### config.mk
export PLATFORM = sky130hd
export DESIGN_NAME = hph_ctrl
export DESIGN_NICKNAME = d
export VERILOG_FILES = /design/src/design/hph_pkg.sv /design/src/design/hph_ctrl.sv
export SDC_FILE = /design/constraint.sdc
export NUM_CORES = 1
export LEC_CHECK = 0
export ABC_AREA = 1
export BUFFER_PORTS_ARGS = -buffer_cell sky130_fd_sc_hd__buf_2
export CAP_MARGIN = 20
export CORE_MARGIN = 4
export CORE_UTILIZATION = 25
export CTS_CLUSTER_DIAMETER = 120
export DETAILED_ROUTE_END_ITERATION = 10
export PLACE_DENSITY = 0.48
export SYNTH_ARGS = -nofsm -noshare
export SYNTH_HDL_FRONTEND = slang
export SYNTH_SLANG_ARGS = --single-unit
### constraint.sdc
create_clock -name clock -period 1.37 [get_ports clock]
set_clock_uncertainty 0.15 [all_clocks]
set_input_delay 0 -clock clock [delete_from_list [all_inputs] [get_ports clock]]
set_output_delay 0 -clock clock [all_outputs]
set_load 0.01 [all_outputs]
### src/design/hph_pkg.sv
package hph_pkg;

   localparam int BIN_SLOTS   = 1024;
   localparam int PARTITIONS  = 2048;
   localparam int COUNT_WIDTH = 32;
   localparam int BIN_W       = $clog2(BIN_SLOTS);
   localparam int PART_W      = $clog2(PARTITIONS);
   localparam int MAX_PART_BITS = 11;

   localparam logic [1:0] MODE_COUNT    = 2'd0;
   localparam logic [1:0] MODE_READ_BIN = 2'd1;
   localparam logic [1:0] MODE_READ_PRT = 2'd2;
   localparam logic [1:0] MODE_NONE     = 2'd3;

   localparam logic [1:0] REG_PART_BITS = 2'd0;
   localparam logic [1:0] REG_BIN_COUNT = 2'd1;
   localparam logic [1:0] REG_MAX_KEY   = 2'd2;

   localparam logic [31:0] MIX_C1 = 32'h85ebca6b;
   localparam logic [31:0] MIX_C2 = 32'hc2b2ae35;

   // controller to datapath
   typedef struct packed {
      logic load;     // capture input beat
      logic mix1;     // h ^= h>>16, h *= c1
      logic mix2;     // h ^= h>>13, h *= c2
      logic mix3;     // final xor, form partition
      logic mul;      // key * num of bins
      logic div_init;
      logic div_step;
      logic rd;       // issue memory reads
      logic wr;       // write back counters
      logic clr;      // clearing sweep write
      logic out_load; // capture result
   } cmd_type;

   typedef struct packed {
      logic div_done;
      logic clr_done;
      logic is_count;
   } sts_type;

endpackage

### src/design/hph_ctrl.sv
module hph_ctrl (
   input  logic             clock,
   input  logic             reset,
   input  logic             req_tvalid,
   output logic             req_tready,
   output logic             rsp_tvalid,
   input  logic             rsp_tready,
   input  hph_pkg::sts_type sts,
   output hph_pkg::cmd_type cmd
);
   import hph_pkg::*;

   localparam logic [3:0] S_CLEAR = 4'd0;
   localparam logic [3:0] S_IDLE  = 4'd1;
   localparam logic [3:0] S_MIX1  = 4'd2;
   localparam logic [3:0] S_MIX2  = 4'd3;
   localparam logic [3:0] S_MIX3  = 4'd4;
   localparam logic [3:0] S_DIV   = 4'd5;
   localparam logic [3:0] S_RD    = 4'd6;
   localparam logic [3:0] S_RDW   = 4'd7;
   localparam logic [3:0] S_WR    = 4'd8;
   localparam logic [3:0] S_OUT   = 4'd9;

   logic [3:0] state_ff, state_in;
   logic       vld_ff, vld_in;

   assign rsp_tvalid = vld_ff;
   // output register parts the sides: accept while result waits if it leaves now
   assign req_tready = (state_ff == S_IDLE) && (!vld_ff || rsp_tready);

   always_comb begin
      cmd = '0;
      state_in = state_ff;
      vld_in = vld_ff;
      if (rsp_tready) vld_in = 1'b0;
      case (state_ff)
         S_CLEAR: begin
            cmd.clr = 1'b1;
            if (sts.clr_done) state_in = S_IDLE;
         end
         S_IDLE: begin
            if (req_tvalid && req_tready) begin
               cmd.load = 1'b1;
               state_in = S_MIX1;
            end
         end
         S_MIX1: begin
            cmd.mix1 = 1'b1;
            cmd.mul = 1'b1;
            state_in = S_MIX2;
         end
         S_MIX2: begin
            cmd.mix2 = 1'b1;
            cmd.div_init = 1'b1;
            state_in = S_MIX3;
         end
         S_MIX3: begin
            cmd.mix3 = 1'b1;
            cmd.div_step = 1'b1;
            state_in = S_DIV;
         end
         S_DIV: begin
            cmd.div_step = 1'b1;
            if (sts.div_done) state_in = S_RD;
         end
         S_RD: begin
            cmd.rd = 1'b1;
            state_in = S_RDW;
         end
         S_RDW: state_in = S_WR;
         S_WR: begin
            cmd.wr = sts.is_count;
            state_in = S_OUT;
         end
         S_OUT: begin
            if (!vld_ff || rsp_tready) begin
               cmd.out_load = 1'b1;
               vld_in = 1'b1;
               state_in = S_IDLE;
            end
         end
         default: state_in = S_IDLE;
      endcase
   end

   always_ff @(posedge clock) begin
      if (reset) begin
         state_ff <= S_CLEAR;
         vld_ff <= 1'b0;
      end else begin
         state_ff <= state_in;
         vld_ff <= vld_in;
      end
   end

endmodule

==> impl_metrics.ini, run 1 <==
[run_status]
status = completed

[yosys]
netlist_instances = 63
synth.largest_area_cell = dfxtp_1
synth_nets = 70
ys_warn_count = 0
yosysSeqAreaShare_pct = 26.1
synth_top_area_share_pct = 26.1
ys_types = 17
syn_avg_cell_area_sq_um = 6.10
syn-cell-area_sq_um = 384
synth-seq-cells = 5
synth.area.top_cells = dfxtp_1, inv_1, nor2_1, nand2_1, nand2_2

[floorplan]
fp.dieW_microns = 47.2
start_util_pct = 28.1
die_y_microns = 47.2
io_pins = 20
core_area_sq_mm = 0.00137
dieArea_sq_mm = 0.00223
num_rows = 13

[detailed_routing]
dr.pass1.iters = 4
drc = 0
routedWlPerCell_microns = 9.78
drt-total-wl_microns = 1020
routed_via_density = 4.36
ant_nets = 0
vias = 453
drt_iter0_markers = 9

[global_routing]
grt_overflow = 0
grt_pass1_vias = 385
antenna_found_initial = 0
grt_start_max_net_pins = 8
grt_pass1_wl_microns = 1560
track_usage_pct = 9.95

[timing]
max_freq_ghz = 0.760
post-route-period-util_pct = 96.0
slew_headroom_pct = 87.6
layout_setup_ws_ns = 0.0542
finalSetupViolations = 0
layout_min_cycle_time_ns = 1.32
max_slew.worst_pin.slew_ns = 0.186
rsz0062_at_grt = true
slew_violations = 0
final_hold_viol_count = 0

[placed_design]
dp_hpwl_microns = 792
io_buffers = 19
dp_slack_ns = 0.199
place_area_sq_um = 483
gp_congestion = 0.776

[critical_path]
path_delay_family = flip-flops
max_stage_delay_ns = 0.33
arrival_ns = 1.17
crit_slowest_cell = dfxtp_1
cp-start-kind = flip-flop
path_class = reg2out
crit_path_max_fanout = 4
worstPathCellList = inv_2 -> nand2_4 -> nor2_4 -> inv_1 -> nor2_1 -> buf_2
critPathRequiredTime_ns = 1.22
path_buf_inv = 3
ff2ff_setup_slack_ns = 0.13
cp-end-kind = output pin

[final_layout]
nNetsFinal = 97
area_delta_synth_final_pct = 56.0
fillers = 148
layout-drive-gt1-share_pct = 52.8
diodes = 0
final_area_sq_um = 599

[min_path]
min_path_type = in2reg

[clock_network]
clk_path_buf_depth = 2
htreeDepth = 1
cts-root-buf = clkbuf_4
clkTransAtPathRegs_ns = 0.04
cts_sinks = 5
cts_made_buffers = 3
clk_latency_ns = 0.24
cts_tree = built

[flow_run]
cap_violations = 0

[power]
ir_worst_vdd_uv = 289
fin_total_pwr_w = 0.000517
p_leak_nw = 0.332
p_per_area_mw_per_mm2 = 863
cell type report:
| class | count | area [sq um] | share of cell area, % |
|---|---|---|---|
| Multi-Input combinational cell | 40 | 246 | 41.1 |
| Sequential cell | 5 | 105 | 17.5 |
| Inverter | 16 | 62.6 | 10.4 |
| Tap cell | 15 | 18.8 | 3.13 |
| Clock buffer | 4 | 26.3 | 4.38 |
| Timing Repair Buffer | 24 | 140 | 23.4 |
logic make-up after synthesis:
family                 synth area share [%]
AND/OR/NAND/NOR                        47.6
flip-flops                             26.1
buffers and inverters                  19.5
AO/OA/AOI/OAI                          6.84
routing by layer:
metal	share of wire, %	up-vias	wire length (microns)	global-route usage [%]
met5	0	-	0	0
met4	1.6	0	16	6.63
met3	7.3	2	74	2.30
met2	48	14	490	13.8
met1	43	195	436	13.5
li1	-	242	-	-
per-stage QoR:
stage          utilization (%)  cells  TNS [ns]  hold slack, ns
5_1_grt                   43.9    104   -0.0477          0.0881
4_1_cts                   40.1    103         0          0.0243
3_3_place_gp              35.3     95         0          0.0707
3_5_place_dp              35.3     95         0          0.0678
2_1_floorplan                -     63         0         -0.0809
6_report                  43.9    104         0          0.0446
Yosys cell counts:
library cell / number
nor2_1: 10
dfxtp_1: 5
inv_1: 11
nand3_1: 2
nand4_1: 1
nor2_4: 1
nor3_2: 1
nand2_1: 8
nand2_2: 4
nor3b_1: 1
inv_2: 5
a21oi_1: 2
nor2_2: 4
buf_4: 2
o21a_1: 1
o21ai_2: 1
nor3_1: 4
tightest hold or removal path: stages:
cell     delay, ns
buf_2         0.09
inv_1         0.08
o21ai_2       0.08
nand3_1       0.09
nor3_2        0.04
sequential cells by signal (all words and copies together) (netlist names):
register and flops:
state_ff 4, rsp_tvalid 1
layout by cell type (no fill, tap or decap), types with 2 or more instances in the layout:
cell            n
buf_2          19
inv_1          10
nor2_1          9
nand2_1         8
inv_2           5
nor3_2          4
nor2_4          3
nor2_2          3
clkbuf_4        3
dlygate4sd3_1   3
dfxtp_1         3
nand2_4         2
nand2_2         2
a21oi_1         2
nand3_1         2
buf_4           2
report_power, final:
group | internal [W] | total (W) | leakage (nW) | switching (W)
combinational | 0.0000753 | 0.000177 | 0.275 | 0.000102
sequential | 0.000154 | 0.000167 | 0.0418 | 0.0000133
clock | 0.000110 | 0.000173 | 0.0150 | 0.0000627
total | 0.000340 | 0.000517 | 0.332 | 0.000178
what timing repair did:
action,4_1_cts,5_1_grt
buffers inserted,1,1
gates resized for setup,1,12
gates cloned,0,0
endpoints found under the setup margin,1,7
hold endpoints to repair,5,0
pin swaps,1,1
hold buffers,3,0
final timing paths:
kind          startpoint     endpoint  cells after the start
max          state_ff[1]   req_tready                      6
min reg2reg   rsp_tvalid  state_ff[3]                      4
min           req_tvalid  state_ff[1]                      5
max reg2reg  state_ff[1]  state_ff[0]                      8
Note: power is estimated with default switching activity, not from simulation.
==> run 2: changes to the inputs <==
--- a/config.mk
+++ b/config.mk
@@ -12,7 +12,7 @@
 export CORE_UTILIZATION = 25
 export CTS_CLUSTER_DIAMETER = 120
 export DETAILED_ROUTE_END_ITERATION = 10
-export PLACE_DENSITY = 0.48
+export PLACE_DENSITY_LB_ADDON = 0.05
 export SYNTH_ARGS = -nofsm -noshare
 export SYNTH_HDL_FRONTEND = slang
 export SYNTH_SLANG_ARGS = --single-unit
==> impl_metrics.ini, run 2 (synthesis gave the netlist of run 1 again) <==
[floorplan]
num_rows = 13
core_area_sq_mm = 0.00137
start_util_pct = 28.1
die_y_microns = 47.2
dieArea_sq_mm = 0.00223
fp.dieW_microns = 47.2
io_pins = 20

[final_layout]
fillers = 153
layout-drive-gt1-share_pct = 58.2
largest_reg_flops = 4
area_delta_synth_final_pct = 61.6
nNetsFinal = 99
final_common_cell = buf_2
layoutNonFillerInstCount = 106
regMostFlops = state_ff
diodes = 0
final_cell_mix = buf_2, nor2_1, inv_1, nand2_1, inv_2

[run_status]
status = completed

[timing]
post-route-period-util_pct = 94.5
final_hold_viol_count = 0
rsz0062_at_grt = true
layout_min_cycle_time_ns = 1.29
finalSetupViolations = 0
max_freq_ghz = 0.773
slew_violations = 0
slew_headroom_pct = 87.2
max_slew.worst_pin.slew_ns = 0.192

[global_routing]
track_usage_pct = 9.88
grt_pass1_wl_microns = 1490
antenna_found_initial = 0
grt_start_max_net_pins = 8
grt_overflow = 0
grt_pass1_vias = 400

[critical_path]
path_delay_family = flip-flops
cp-start-kind = flip-flop
max_stage_delay_ns = 0.35
arrival_ns = 1.14
cp-end-kind = output pin
worstPathCellList = inv_2 -> nor2_2 -> inv_2 -> nor3b_2 -> buf_2
critPathRequiredTime_ns = 1.22
path_buf_inv = 3
path_class = reg2out
cp_common_cell = inv_2
crit_slowest_cell = dfxtp_2
crit_path_max_fanout = 4

[clock_network]
clkTransAtPathRegs_ns = 0.04
clk_latency_ns = 0.24
clk_path_buf_depth = 2
cts_sinks = 5
cts_tree = built
htreeDepth = 1
cts-root-buf = clkbuf_4
cts_made_buffers = 3

[detailed_routing]
routedWlPerCell_microns = 9.37
vias = 439
drc = 0
drt-total-wl_microns = 993
dr.pass1.iters = 4
routed_via_density = 4.14
ant_nets = 0
drt_iter0_markers = 2

[flow_run]
cap_violations = 0

[placed_design]
dp_hpwl_microns = 816
gp_congestion = 0.743
io_buffers = 19
dp.cells = 95

[power]
fin_total_pwr_w = 0.000518
p_leak_nw = 0.342
p_per_area_mw_per_mm2 = 834
ir_worst_vdd_uv = 582

[min_path]
min_path_type = in2reg
-- run 2: final cells by class --
cell class / instances / area, sq um / area share [%]
sequential: 5 / 106 / 17.1
clock buffer: 4 / 26.3 / 4.23
timing repair buffer: 26 / 155 / 25.0
inverter: 16 / 62.6 / 10.1
multi-input combinational: 40 / 251 / 40.5
tap: 15 / 18.8 / 3.02
-- run 2: worst min-delay path: cells and delay by family --
| kind | cells | cell delay [ns] |
|---|---|---|
| buf+inv | 2 | 0.17 |
| compound gates | 1 | 0.08 |
| simple gates | 2 | 0.13 |
-- run 2: metrics by stage --
step	utilization (%)	cell area, sq um	worst slack (ns)	hold WS (ns)	setup TNS, ns
final	45.4	621	0.0757	0.0410	0
after CTS	39.9	546	0.00177	0.0105	0
after global routing	45.4	621	-0.0203	0.0436	-0.0203
after detailed placement	35.3	483	0.168	0.0704	0
after global placement	35.3	483	0.184	0.0746	0
after floorplan	-	384	0.230	-0.0809	0
-- run 2: what timing repair did --
item | 4_1_cts | 5_1_grt
hold endpoints to repair | 4 | 1
hold buffers | 2 | 1
setup endpoints to repair | 1 | 7
pin swaps | 1 | 3
buffers inserted | 2 | 2
gates cloned | 0 | 0
resized for setup | 1 | 15
-- run 2: per-layer routing --
layer	vias up	global-route usage, %	part of all wire (%)
met5	-	0	0
met4	0	8.29	0
met1	184	10.4	46
met3	0	2.30	6.6
li1	243	-	-
met2	12	16.5	48
-- run 2: final timing paths --
| kind | from | cells past startpoint | slack (ns) | endpoint |
|---|---|---|---|---|
| hold reg to reg | rsp_tvalid | 4 | 0.46 | state_ff[3] |
| setup / recovery | state_ff[3] | 5 | 0.08 | cmd[2] |
| hold / removal | req_tvalid | 5 | 0.04 | state_ff[1] |
| setup reg to reg | state_ff[1] | 8 | 0.14 | state_ff[0] |
-- run 2: power by group --
| part | internal [W] | switching [W] | leakage [nW] | total (W) |
|---|---|---|---|---|
| Sequential | 0.000157 | 0.0000146 | 0.0422 | 0.000172 |
| Combinational | 0.0000793 | 0.000101 | 0.285 | 0.000180 |
| Clock | 0.000110 | 0.0000561 | 0.0150 | 0.000166 |
==> run 3: changes to the inputs <==
==> constraint.sdc (replaced) <==
create_clock -name clock -period 1.2 [get_ports clock]
set_clock_uncertainty 0.15 [all_clocks]
set_input_delay 0.06 -clock clock [delete_from_list [all_inputs] [get_ports clock]]
set_output_delay 0.06 -clock clock [all_outputs]
set_load 0.01 [all_outputs]
==> impl_metrics.ini, run 3 (synthesis gave the netlist of run 1 again) <==
[global_routing]
antenna_found_initial = 0
grt_start_max_net_pins = 8
grt_pass1_vias = 442
grt_pass1_wl_microns = 1650
track_usage_pct = 10.4
grt_overflow = 0

[final_layout]
largest_reg_flops = 4
diodes = 0
regMostFlops = state_ff
final_cell_mix = buf_2, inv_1, nor2_1, nand2_1, buf_4
area_delta_synth_final_pct = 74.3
layout-drive-gt1-share_pct = 68.5
layoutNonFillerInstCount = 107
final_common_cell = buf_2
final_area_sq_um = 669
nNetsFinal = 100

[placed_design]
dp_slack_ns = 0.000725
dp_hpwl_microns = 789
gp_congestion = 0.755
dp.cells = 97
place_area_sq_um = 498
io_buffers = 19

[clock_network]
htreeDepth = 1
clkTransAtPathRegs_ns = 0.04
clk_latency_ns = 0.24
cts-root-buf = clkbuf_4
cts_tree = built
cts_sinks = 5
cts_made_buffers = 3
clk_path_buf_depth = 2

[critical_path]
crit_start = state_ff[2]
critPathRequiredTime_ns = 0.99
cp-end-kind = output pin
reg2reg_from = state_ff[3]
arrival_ns = 1.16
crit_path_max_fanout = 4
ff2ff_setup_slack_ns = -0.08
cp-start-kind = flip-flop
max_stage_delay_ns = 0.33
path_class = reg2out
worstPathCellList = buf_4 -> nor2_4 -> inv_2 -> nor3_2 -> buf_2
crit_slowest_cell = dfxtp_2

[detailed_routing]
routedWlPerCell_microns = 10.5
routed_via_density = 4.34
ant_nets = 0
drc = 0
drt_iter0_markers = 6
vias = 464
drt-total-wl_microns = 1130
dr.pass1.iters = 3

[floorplan]
dieArea_sq_mm = 0.00223
io_pins = 20
core_area_sq_mm = 0.00137
die_y_microns = 47.2
num_rows = 13
start_util_pct = 28.1
fp.dieW_microns = 47.2

[timing]
max_freq_ghz = 0.729
finalSetupViolations = 15
rsz0062_at_grt = true
layout_min_cycle_time_ns = 1.37
max_slew.worst_pin.slew_ns = 0.199
fin_setup_tns_ns = -1.19
final_hold_viol_count = 1
layout_setup_ws_ns = -0.172
post-route-period-util_pct = 114
whs_ns = -0.0102
slew_violations = 0
slew_headroom_pct = 86.7

[power]
p_leak_nw = 0.361
ir_worst_vdd_uv = 576
p_per_area_mw_per_mm2 = 921

[flow_run]
cap_violations = 0

[min_path]
min_path_type = in2reg
hp-start = rsp_tready

[run_status]
violations = negative hold slack, negative setup slack
status = finished, violations left
## run 3: cell count changes in the layout (fill, tap and decap cells not counted), moves of 2 or more
cell and change:
buf_4 +2, buf_6 +2, dlygate4sd3_1 -2, inv_4 +2, nand2_1 -2, nand2_2 +2, nor2_1 -2, nor2_4 +3
## run 3: final timing paths
path	end	depth (start not counted)
hold reg to reg	state_ff[3]	4
setup / recovery	cmd[0]	5
setup reg to reg	state_ff[0]	9
hold / removal	state_ff[3]	4
## run 3: per-layer routing
| metal | global-route usage, % | vias up | wire length, microns |
|---|---|---|---|
| li1 | - | 245 | - |
| met1 | 11.5 | 207 | 448 |
| met2 | 18.7 | 10 | 609 |
| met3 | 2.30 | 2 | 65 |
| met4 | 4.97 | 0 | 4 |
| met5 | 0 | - | 0 |
## run 3: final cells by class
class,instances,area (sq um)
fill,143,697
multi-input combinational,40,282
timing repair buffer,27,168
sequential,5,108
inverter,16,67.6
clock buffer,4,26.3
tap,15,18.8
## run 3: stage by stage
step           power [W]  util (%)
3_5_place_dp    0.000366      36.4
2_1_floorplan   0.000307         -
6_report        0.000617      49.0
4_1_cts         0.000612      46.1
3_3_place_gp    0.000370      36.4
5_1_grt         0.000654      49.0
## run 3: timing repair
| item | in CTS | in global routing |
|---|---|---|
| buffers inserted | 4 | 1 |
| hold buffers | 1 | 0 |
| endpoints found under the setup margin | 13 | 15 |
| cloned | 0 | 0 |
| pin swaps | 5 | 3 |
| resized for setup | 21 | 9 |
| hold endpoints to repair | 3 | 0 |
## run 3: critical path: cells and delay by family, from the launching register on
| family | cells | cell delay (ns) |
|---|---|---|
| DFF | 1 | 0.33 |
| and+or+nand+nor | 2 | 0.25 |
| buffers and inverters | 3 | 0.36 |
## run 3: power by group
group | switching, W | leakage [nW] | internal (W) | total (W)
clock network | 0.0000650 | 0.0150 | 0.000125 | 0.000190
logic | 0.000133 | 0.303 | 0.0000984 | 0.000231
registers | 0.0000157 | 0.0427 | 0.000180 | 0.000195
total | 0.000213 | 0.361 | 0.000403 | 0.000617
